<file path="src/rtl/core/ralu_pkg.sv">
// ---------------------------------------------------------------------------
// ralu_pkg
// Shared types and constants of the reduced rational arithmetic unit.
// ---------------------------------------------------------------------------
`default_nettype none
package ralu_pkg;
   localparam int OperandWidthDefault = 16;
   localparam int NumWidth = 33;
   localparam int DenWidth = 32;
   localparam int QueueDepth = 2;

   typedef enum logic [1:0] {
      OP_ADD = 2'd0,
      OP_SUB = 2'd1,
      OP_MUL = 2'd2,
      OP_DIV = 2'd3
   } opcode_type;

   localparam logic STATUS_OK = 1'b0;
   localparam logic STATUS_ZERO_DEN = 1'b1;
endpackage
`default_nettype wire

</file>
<file path="src/rtl/core/rational_alu_reduced_unit.sv">
// ---------------------------------------------------------------------------
// rational_alu_reduced_unit
// Rational add, subtract, multiply and divide with reduction to lowest terms.
// ---------------------------------------------------------------------------
// A word is taken when start is high and busy is low; busy stays high while
// the front part forms the raw products with one shared multiplier and hands
// the word to a two-entry queue, longer while that queue is full. The back
// part reduces it: a binary gcd, then two bit-serial divisions, so small
// operands finish sooner. The result shows for one cycle under rsp_valid and
// cannot be held off. A zero denominator gives status 1 with 0/0; a zero
// numerator gives 0/1.
`default_nettype none
module rational_alu_reduced_unit #(
   parameter int OPERAND_WIDTH = ralu_pkg::OperandWidthDefault
) (
   input  wire logic                         clock,
   input  wire logic                         reset,
   input  wire logic                         start,
   output logic                              busy,
   input  wire logic [1:0]                   req_opcode,
   input  wire logic [OPERAND_WIDTH-1:0]     req_left_num,
   input  wire logic [OPERAND_WIDTH-1:0]     req_left_den,
   input  wire logic [OPERAND_WIDTH-1:0]     req_right_num,
   input  wire logic [OPERAND_WIDTH-1:0]     req_right_den,
   output logic                              rsp_valid,
   output logic [ralu_pkg::NumWidth-1:0]     rsp_result_num,
   output logic [ralu_pkg::DenWidth-1:0]     rsp_result_den,
   output logic                              rsp_status
);
   import ralu_pkg::*;
   localparam int W = OPERAND_WIDTH;
   localparam int QW = (2 * W + 1) + 1 + 2 * W + 1 + 1;

   logic f_valid, f_ready, f_num_neg, f_den_neg, f_err;
   logic [2*W:0] f_num_mag;
   logic [2*W-1:0] f_den_mag;
   logic q_valid, q_ready;
   logic [QW-1:0] q_data;
   logic front_busy;

   // Front part: operand capture and raw products.
   ralu_front #(.OPERAND_WIDTH(W)) u_front (
      .clock(clock), .reset(reset), .start(start), .busy(front_busy),
      .req_opcode(req_opcode), .req_left_num(req_left_num),
      .req_left_den(req_left_den), .req_right_num(req_right_num),
      .req_right_den(req_right_den), .out_valid(f_valid), .out_ready(f_ready),
      .out_num_mag(f_num_mag), .out_num_neg(f_num_neg), .out_den_mag(f_den_mag),
      .out_den_neg(f_den_neg), .out_err(f_err)
   );

   // Queue between the two parts.
   ralu_queue #(.DATA_WIDTH(QW), .DEPTH(QueueDepth)) u_queue (
      .clock(clock), .reset(reset), .in_valid(f_valid), .in_ready(f_ready),
      .in_data({f_num_mag, f_num_neg, f_den_mag, f_den_neg, f_err}),
      .out_valid(q_valid), .out_ready(q_ready), .out_data(q_data)
   );

   // Back part: reduction and result.
   ralu_back #(.OPERAND_WIDTH(W)) u_back (
      .clock(clock), .reset(reset), .in_valid(q_valid), .in_ready(q_ready),
      .in_num_mag(q_data[QW-1 -: 2*W+1]), .in_num_neg(q_data[2*W+2]),
      .in_den_mag(q_data[2*W+1:2]), .in_den_neg(q_data[1]), .in_err(q_data[0]),
      .rsp_valid(rsp_valid), .rsp_result_num(rsp_result_num),
      .rsp_result_den(rsp_result_den), .rsp_status(rsp_status)
   );

   assign busy = front_busy;
endmodule
`default_nettype wire

</file>
<file path="src/rtl/core/ralu_front.sv">
// ---------------------------------------------------------------------------
// ralu_front
// Forms the raw sign/magnitude numerator and denominator of one word with one
// shared multiplier, and flags the zero-denominator error case.
// ---------------------------------------------------------------------------
`default_nettype none
module ralu_front #(
   parameter int OPERAND_WIDTH = ralu_pkg::OperandWidthDefault
) (
   input  wire logic                       clock,
   input  wire logic                       reset,
   input  wire logic                       start,
   output logic                            busy,
   input  wire logic [1:0]                 req_opcode,
   input  wire logic [OPERAND_WIDTH-1:0]   req_left_num,
   input  wire logic [OPERAND_WIDTH-1:0]   req_left_den,
   input  wire logic [OPERAND_WIDTH-1:0]   req_right_num,
   input  wire logic [OPERAND_WIDTH-1:0]   req_right_den,
   output logic                            out_valid,
   input  wire logic                       out_ready,
   output logic [2*OPERAND_WIDTH:0]        out_num_mag,
   output logic                            out_num_neg,
   output logic [2*OPERAND_WIDTH-1:0]      out_den_mag,
   output logic                            out_den_neg,
   output logic                            out_err
);
   import ralu_pkg::*;
   localparam int W = OPERAND_WIDTH;
   localparam int PW = 2 * W;

   typedef enum logic [4:0] {
      S_IDLE = 5'b00001,
      S_P1   = 5'b00010,
      S_P2   = 5'b00100,
      S_P3   = 5'b01000,
      S_OUT  = 5'b10000
   } state_type;

   state_type state_ff, state_in;
   logic [1:0] op_ff;
   logic [W-1:0] n1_ff, d1_ff, n2_ff, d2_ff;
   logic sn1_ff, sd1_ff, sn2_ff, sd2_ff;
   logic [PW-1:0] pa_ff, pb_ff, pc_ff;
   logic na_ff, nb_ff, nc_ff;
   logic [W-1:0] ma, mb;
   logic mneg;
   logic [PW-1:0] prod;

   // Magnitude of a sign-extended operand; the most negative value keeps its bits.
   function automatic logic [W-1:0] mag_of(input logic [W-1:0] v);
      mag_of = v[W-1] ? (~v + 1'b1) : v;
   endfunction

   // One shared multiplier; operand choice follows the state and opcode.
   always_comb begin
      ma = n1_ff; mb = d2_ff; mneg = sn1_ff ^ sd2_ff;
      case (state_ff)
         S_P1: begin
            if (op_ff == OP_MUL) begin
               mb = n2_ff; mneg = sn1_ff ^ sn2_ff;
            end
         end
         S_P2: begin
            if (op_ff == OP_DIV) begin
               ma = d1_ff; mb = n2_ff; mneg = sd1_ff ^ sn2_ff;
            end else begin
               ma = d1_ff; mb = d2_ff; mneg = sd1_ff ^ sd2_ff;
            end
         end
         S_P3: begin
            ma = n2_ff; mb = d1_ff;
            mneg = sn2_ff ^ sd1_ff ^ (op_ff == OP_SUB);
         end
         default: begin
            ma = n1_ff; mb = d2_ff; mneg = sn1_ff ^ sd2_ff;
         end
      endcase
      prod = ma * mb;
   end

   // Sequencer.
   always_comb begin
      state_in = state_ff;
      case (state_ff)
         S_IDLE: if (start) state_in = S_P1;
         S_P1:   state_in = S_P2;
         S_P2:   state_in = (op_ff == OP_ADD || op_ff == OP_SUB) ? S_P3 : S_OUT;
         S_P3:   state_in = S_OUT;
         S_OUT:  if (out_ready) state_in = S_IDLE;
         default: state_in = S_IDLE;
      endcase
   end

   always_ff @(posedge clock) begin
      if (reset) begin
         state_ff <= S_IDLE;
      end else begin
         state_ff <= state_in;
      end
   end

   // Operand capture and partial products.
   always_ff @(posedge clock) begin
      if (state_ff == S_IDLE && start) begin
         op_ff <= req_opcode;
         n1_ff <= mag_of(req_left_num);  sn1_ff <= req_left_num[W-1];
         d1_ff <= mag_of(req_left_den);  sd1_ff <= req_left_den[W-1];
         n2_ff <= mag_of(req_right_num); sn2_ff <= req_right_num[W-1];
         d2_ff <= mag_of(req_right_den); sd2_ff <= req_right_den[W-1];
      end
      if (state_ff == S_P1) begin
         pa_ff <= prod; na_ff <= mneg;
      end
      if (state_ff == S_P2) begin
         pb_ff <= prod; nb_ff <= mneg;
      end
      if (state_ff == S_P3) begin
         pc_ff <= prod; nc_ff <= mneg;
      end
   end

   // Signed magnitude sum for add and subtract.
   logic [PW:0] sum_mag;
   logic sum_neg;
   logic [PW:0] ea, ec;
   always_comb begin
      ea = {1'b0, pa_ff};
      ec = {1'b0, pc_ff};
      if (na_ff == nc_ff) begin
         sum_mag = ea + ec; sum_neg = na_ff;
      end else if (ea >= ec) begin
         sum_mag = ea - ec; sum_neg = na_ff;
      end else begin
         sum_mag = ec - ea; sum_neg = nc_ff;
      end
   end

   assign busy = (state_ff != S_IDLE);
   assign out_valid = (state_ff == S_OUT);
   assign out_num_mag = (op_ff == OP_ADD || op_ff == OP_SUB) ? sum_mag : {1'b0, pa_ff};
   assign out_num_neg = (op_ff == OP_ADD || op_ff == OP_SUB) ? sum_neg : na_ff;
   assign out_den_mag = pb_ff;
   assign out_den_neg = nb_ff;
   assign out_err = (d1_ff == '0) || (d2_ff == '0) || (pb_ff == '0);
endmodule
`default_nettype wire

</file>
<file path="src/rtl/core/ralu_queue.sv">
// ---------------------------------------------------------------------------
// ralu_queue
// Small register queue carrying classified words from front to back part.
// ---------------------------------------------------------------------------
`default_nettype none
module ralu_queue #(
   parameter int DATA_WIDTH = 8,
   parameter int DEPTH = ralu_pkg::QueueDepth
) (
   input  wire logic                  clock,
   input  wire logic                  reset,
   input  wire logic                  in_valid,
   output logic                       in_ready,
   input  wire logic [DATA_WIDTH-1:0] in_data,
   output logic                       out_valid,
   input  wire logic                  out_ready,
   output logic [DATA_WIDTH-1:0]      out_data
);
   localparam int AW = (DEPTH > 1) ? $clog2(DEPTH) : 1;
   logic [DATA_WIDTH-1:0] mem_ff [DEPTH];
   logic [AW-1:0] wr_ff, rd_ff;
   logic [AW:0] cnt_ff;
   logic push, pop;

   assign in_ready = (cnt_ff != DEPTH[AW:0]);
   assign out_valid = (cnt_ff != '0);
   assign push = in_valid && in_ready;
   assign pop = out_valid && out_ready;
   assign out_data = mem_ff[rd_ff];

   // Pointer and fill count update.
   always_ff @(posedge clock) begin
      if (reset) begin
         wr_ff <= '0; rd_ff <= '0; cnt_ff <= '0;
      end else begin
         if (push) wr_ff <= (wr_ff == AW'(DEPTH - 1)) ? '0 : wr_ff + 1'b1;
         if (pop)  rd_ff <= (rd_ff == AW'(DEPTH - 1)) ? '0 : rd_ff + 1'b1;
         cnt_ff <= cnt_ff + {{AW{1'b0}}, push} - {{AW{1'b0}}, pop};
      end
   end

   always_ff @(posedge clock) begin
      if (push) mem_ff[wr_ff] <= in_data;
   end
endmodule
`default_nettype wire

</file>
<file path="src/rtl/core/ralu_back.sv">
// ---------------------------------------------------------------------------
// ralu_back
// Binary gcd over the magnitudes, then two restoring divisions by the gcd,
// one quotient bit per cycle, and the signed result strobe.
// ---------------------------------------------------------------------------
`default_nettype none
module ralu_back #(
   parameter int OPERAND_WIDTH = ralu_pkg::OperandWidthDefault
) (
   input  wire logic                       clock,
   input  wire logic                       reset,
   input  wire logic                       in_valid,
   output logic                            in_ready,
   input  wire logic [2*OPERAND_WIDTH:0]   in_num_mag,
   input  wire logic                       in_num_neg,
   input  wire logic [2*OPERAND_WIDTH-1:0] in_den_mag,
   input  wire logic                       in_den_neg,
   input  wire logic                       in_err,
   output logic                            rsp_valid,
   output logic [ralu_pkg::NumWidth-1:0]   rsp_result_num,
   output logic [ralu_pkg::DenWidth-1:0]   rsp_result_den,
   output logic                            rsp_status
);
   import ralu_pkg::*;
   localparam int MW = 2 * OPERAND_WIDTH + 1;
   localparam int CW = $clog2(MW + 1);

   typedef enum logic [5:0] {
      B_IDLE  = 6'b000001,
      B_TWO   = 6'b000010,
      B_GCD   = 6'b000100,
      B_DIVN  = 6'b001000,
      B_DIVD  = 6'b010000,
      B_OUT   = 6'b100000
   } state_type;

   state_type state_ff, state_in;
   logic [MW-1:0] num_ff, den_ff, ga_ff, gb_ff, g_ff;
   logic [MW-1:0] quo_ff, rem_ff, dvd_ff, qn_ff;
   logic [CW-1:0] k_ff, bit_ff;
   logic neg_ff, err_ff, zero_ff;

   // Remainder step of the restoring division.
   logic [MW:0] trial;
   assign trial = {rem_ff, dvd_ff[MW-1]} - {1'b0, g_ff};

   // Gcd step values.
   logic [MW-1:0] gdiff;
   assign gdiff = (ga_ff > gb_ff) ? ga_ff - gb_ff : gb_ff - ga_ff;

   always_comb begin
      state_in = state_ff;
      case (state_ff)
         B_IDLE: if (in_valid) state_in = (in_err || in_num_mag == '0) ? B_OUT : B_TWO;
         B_TWO:  if (ga_ff[0] || gb_ff[0]) state_in = B_GCD;
         B_GCD:  if (gb_ff == '0) state_in = B_DIVN;
         B_DIVN: if (bit_ff == '0) state_in = B_DIVD;
         B_DIVD: if (bit_ff == '0) state_in = B_OUT;
         B_OUT:  state_in = B_IDLE;
         default: state_in = B_IDLE;
      endcase
   end

   always_ff @(posedge clock) begin
      if (reset) begin
         state_ff <= B_IDLE;
      end else begin
         state_ff <= state_in;
      end
   end

   // Datapath: strip common twos, then subtract-and-shift gcd, then divisions.
   always_ff @(posedge clock) begin
      case (state_ff)
         B_IDLE: begin
            if (in_valid) begin
               num_ff <= in_num_mag;
               den_ff <= {1'b0, in_den_mag};
               ga_ff <= in_num_mag;
               gb_ff <= {1'b0, in_den_mag};
               k_ff <= '0;
               neg_ff <= in_num_neg ^ in_den_neg;
               err_ff <= in_err;
               zero_ff <= (in_num_mag == '0);
            end
         end
         B_TWO: begin
            if (!(ga_ff[0] || gb_ff[0])) begin
               ga_ff <= ga_ff >> 1; gb_ff <= gb_ff >> 1; k_ff <= k_ff + 1'b1;
            end else if (!ga_ff[0]) begin
               ga_ff <= gb_ff; gb_ff <= ga_ff;
            end
         end
         B_GCD: begin
            // ga stays odd; gb holds the other value, halved until odd.
            if (gb_ff == '0) begin
               g_ff <= ga_ff << k_ff;
               rem_ff <= '0; dvd_ff <= num_ff; bit_ff <= CW'(MW - 1);
            end else if (!gb_ff[0]) begin
               gb_ff <= gb_ff >> 1;
            end else begin
               ga_ff <= (ga_ff < gb_ff) ? ga_ff : gb_ff;
               gb_ff <= gdiff;
            end
         end
         B_DIVN, B_DIVD: begin
            quo_ff <= {quo_ff[MW-2:0], ~trial[MW]};
            if (bit_ff == '0) begin
               // Last quotient bit; set up the second division.
               rem_ff <= '0; dvd_ff <= den_ff; bit_ff <= CW'(MW - 1);
               if (state_ff == B_DIVN) qn_ff <= {quo_ff[MW-2:0], ~trial[MW]};
            end else begin
               if (!trial[MW]) begin
                  rem_ff <= trial[MW-1:0];
               end else begin
                  rem_ff <= {rem_ff[MW-2:0], dvd_ff[MW-1]};
               end
               dvd_ff <= dvd_ff << 1;
               bit_ff <= bit_ff - 1'b1;
            end
         end
         default: begin
         end
      endcase
   end

   // Result forming.
   logic [MW-1:0] qd;
   assign qd = quo_ff;
   logic [NumWidth-1:0] qn_cut;
   assign qn_cut = NumWidth'(qn_ff);
   always_comb begin
      if (err_ff) begin
         rsp_result_num = '0; rsp_result_den = '0; rsp_status = STATUS_ZERO_DEN;
      end else if (zero_ff) begin
         rsp_result_num = '0; rsp_result_den = DenWidth'(1); rsp_status = STATUS_OK;
      end else begin
         rsp_result_num = neg_ff ? (~qn_cut + 1'b1) : qn_cut;
         rsp_result_den = DenWidth'(qd);
         rsp_status = STATUS_OK;
      end
   end

   assign rsp_valid = (state_ff == B_OUT);
   assign in_ready = (state_ff == B_IDLE);
endmodule
`default_nettype wire

</file>
<file path="config.mk">
export PLATFORM = sky130hd
export DESIGN_NAME = rational_alu_reduced_unit
export DESIGN_NICKNAME = d
export VERILOG_FILES = /design/src/rtl/core/ralu_pkg.sv /design/src/rtl/core/rational_alu_reduced_unit.sv /design/src/rtl/core/ralu_front.sv /design/src/rtl/core/ralu_queue.sv /design/src/rtl/core/ralu_back.sv
export SDC_FILE = /design/constraint.sdc
export NUM_CORES = 2
export LEC_CHECK = 0
export ABC_AREA = 1
export ABC_CLOCK_PERIOD_IN_PS = 9100
export BUFFER_PORTS_ARGS = -buffer_cell sky130_fd_sc_hd__buf_2
export CAP_MARGIN = 5
export CORE_MARGIN = 10
export CORE_UTILIZATION = 35
export DETAILED_ROUTE_END_ITERATION = 10
export GPL_TIMING_DRIVEN = 1
export SLEW_MARGIN = 20
export SYNTH_ARGS = -nofsm -noshare
export SYNTH_HDL_FRONTEND = slang
export SYNTH_SLANG_ARGS = --single-unit
</file>
<file path="constraint.sdc">
create_clock -name clock -period 9.1 [get_ports clock]
set_input_delay 1.82 -clock clock [delete_from_list [all_inputs] [get_ports clock]]
set_output_delay 1.82 -clock clock [all_outputs]
set_load 0.005 [all_outputs]
</file>
==> results.txt <==
Clk_skew: 0.06902 ns
Final period utilization: 0.8880
Endpoints failing setup: 0
Compound-gate portion of the synthesized area: 0.09995
Clock root buffer: clkbuf_16
Non-filler cells, final: 8728
Status: complete, no violations
Routed Antenna Nets: 0
CORE AREA: 145900 sq um
Post-synthesis sequential area ratio: 0.3650
Die Area: 162800 sq um
MaxCap Viol Count: 0
Final min period: 8.081 ns
Final Hold Vio Count: 0
Gp weighted congestion: 0.9735
YS warnings: 0
DP Worst Slack: 1.146 ns
Clock-pin slew on the worst setup and hold paths: 0.06 ns
Sink Count: 631
Worst-Margin Slew: 1.085 ns
H-tree lvl count: 3
I/O Buffers: 136
Grt total ovfl: 0
Rows: 140
Clock Latency Late Sink: 0.67 ns
Largest net degree at the start of global routing: 73
Syn_area_per_cell: 7.668 sq um
CTS Hold Buffers Added: 0
Synth Area in XOR/XNOR: 0.03199
Cells after DPL: 8599
Area of the multi-input gates: 27930 sq um
Post-synthesis mux area share: 0.002528
Via count: 45073
Setup Crit Path Kind: reg2reg
Setup Buffers After CTS: 0
Chip height: 403.5 microns
DRC errors left: 0
Sum Neg Setup Slack: 0 ns
Area grow syn2layout: 9.453%
IO Pins: 137
Final HPWL DP: 141.2 mm
Commonest cells post-synth: nand2_1, inv_1, nor2_1, edfxtp_1, o21ai_0
Async SR Flop Fraction: 0
Die width: 403.5 microns
Final WL: 176.7 mm
Largest area contributor in the netlist: edfxtp_1
Wire length per cell: 20.24 microns
Max_slew headroom: 0.2689
Adder-Cell Fraction of Synth Area: 0.1526
CP endpoint kind: flop
CTS resizes: 0
Critical Path Fanout Max: 66
Startpoint class of the critical path: flop
Post-synth EDFFs: 615
Syn Inst Count: 6713
CTS tree: yes
Arrival @ worst endpoint: 8.43 ns
Yosys reg bits: 631
Fmax: 0.1238 GHz
# fillers: 15055
Hold Path Class: reg2reg
Grt met1 use: 0.2848
Vias in the first global route: 43561
Drt pass-1 iters: 6
Number of antenna violations at the first check in global routing: 3
Reg area: 18790 sq um
Nets: 7332
CTS Buf Count: 70
Met3 usage: 0.02732
Initial core utilization: 0.3528
Largest family of logic cells by synthesized area: simple AND/OR/NAND/NOR gates
Synth top area cells: edfxtp_1, nand2_1, fa_1
Post-Syn Area: 51480 sq um
Post-Synth Simple-Gate Area: 0.2541
Cell variety after synth: 63
CP required: 9.45 ns
Main flop type after synthesis: edfxtp_1
Vias per cell: 5.164
Met2 Track Usage GR: 0.3510
GRT Total Usage: 0.2114
Syn_nets: 7290
CTS Buffer Depth: 3
Most frequent cell after synthesis: nand2_1
First-pass GRT wire length: 268.3 mm
Most Crowded Layer GR: met2
Area fraction of the dominant cell type after synthesis: 0.3588
DRT iter0 DRCs: 4568
Share of layout cells above drive strength 1: 0.05463
Max-slew violations: 0
Post-route setup slack: 1.019 ns
RSZ-0062 raised after global routing: false
## state kept, by name (all words and copies together) (netlist names), 6 cells and up, named ones only
signal / flops
u_back.g_ff: 33
u_back.qn_cut: 33
u_back.state_ff: 6
u_front.n1_ff: 16
u_front.d1_ff: 16
u_back.bit_ff: 6
u_queue.mem_ff: 136
u_back.k_ff: 6
u_front.out_den_mag: 32
u_back.dvd_ff: 33
u_back.ga_ff: 33
u_back.num_ff: 33
u_front.n2_ff: 16
u_back.gb_ff: 33
u_back.qd: 32
u_back.rem_ff: 33
u_front.pa_ff: 32
u_front.d2_ff: 16
u_front.pc_ff: 32
u_back.den_ff: 32
## cell families after synthesis
kind of cell | count (synthesis)
and+or+nand+nor | 3234
DFF | 631
xor gates and xnor gates | 188
adders and majority gates | 508
buffers and inverters | 1240
AOI/OAI and AO/OA | 899
muxes | 13
## final timing paths
path | start | endpoint | slack [ns] | cells past startpoint
worst max-delay path | u_front.state_ff[0]$_SDFFE_PP1P_ | u_front.pa_ff[22]$_DFFE_PP_ | 1.02 | 26
worst min-delay path | u_queue.rd_ff$_SDFFE_PP0P_ | u_queue.rd_ff$_SDFFE_PP0P_ | 0.46 | 1
worst max register to register | u_front.state_ff[0]$_SDFFE_PP1P_ | u_front.pa_ff[22]$_DFFE_PP_ | 1.02 | 26
worst min register to register | u_queue.rd_ff$_SDFFE_PP0P_ | u_queue.rd_ff$_SDFFE_PP0P_ | 0.46 | 1
## layout by cell type (no fill, tap or decap), drive strengths merged, types with 185 or more instances in the layout
master  Yosys  layout
a21oi     307     307
buf       102     185
edfxtp    615     615
fa        200     200
ha        308     308
inv      1021    1027
nand2    2096    2096
nand3     305     305
nor2      625     625
o21ai     357     357
## final cells by class
cell class                      count  share of cell area
Antenna cell                        1          0.00004441
Clock buffer                       86             0.03271
Clock inverter                     41            0.008261
Inverter                         1025             0.06833
Multi-Input combinational cell   4842              0.4958
Sequential cell                   631              0.3335
Tap cell                         1917             0.04257
Timing Repair Buffer              185             0.01883
## per-stage QoR
step | utilization | hold slack, ns | instance area, sq um
after floorplan | - | 0.4215 | 51480
after global placement | 0.3702 | 0.4375 | 54010
after detailed placement | 0.3702 | 0.4492 | 54010
after CTS | 0.3860 | 0.4602 | 56320
after global routing | 0.3861 | 0.4822 | 56340
final | 0.3861 | 0.4606 | 56340
## critical path: stages, from the launching register on
cell and delay, ns:
dfxtp_1 0.31, nor2_1 0.21, inv_2 0.09, nor4_4 0.24, buf_4 0.73, nand2_1 0.11, o211ai_1 0.11, o21ai_0 0.41
inv_1 0.55, nand2_1 0.14, fa_1 0.50, fa_1 0.55, inv_1 0.05, fa_1 0.49, fa_1 0.53, fa_1 0.50
inv_1 0.07, fa_1 0.48, inv_1 0.04, ha_1 0.37, nand2_1 0.11, nor2_1 0.15, nand2_1 0.12, inv_1 0.09
nand4_1 0.14, nand4_1 0.20, xor2_1 0.46
## metal layers
metal / vias to the layer above / routed length (microns)
met5: - / 26
met4: 4 / 5861
met3: 250 / 11300
met2: 1548 / 82280
met1: 21566 / 77220
li1: 21705 / -
Power is not shown: default switching activity piles up to over one toggle a cycle in this logic, so the estimate is an artifact.
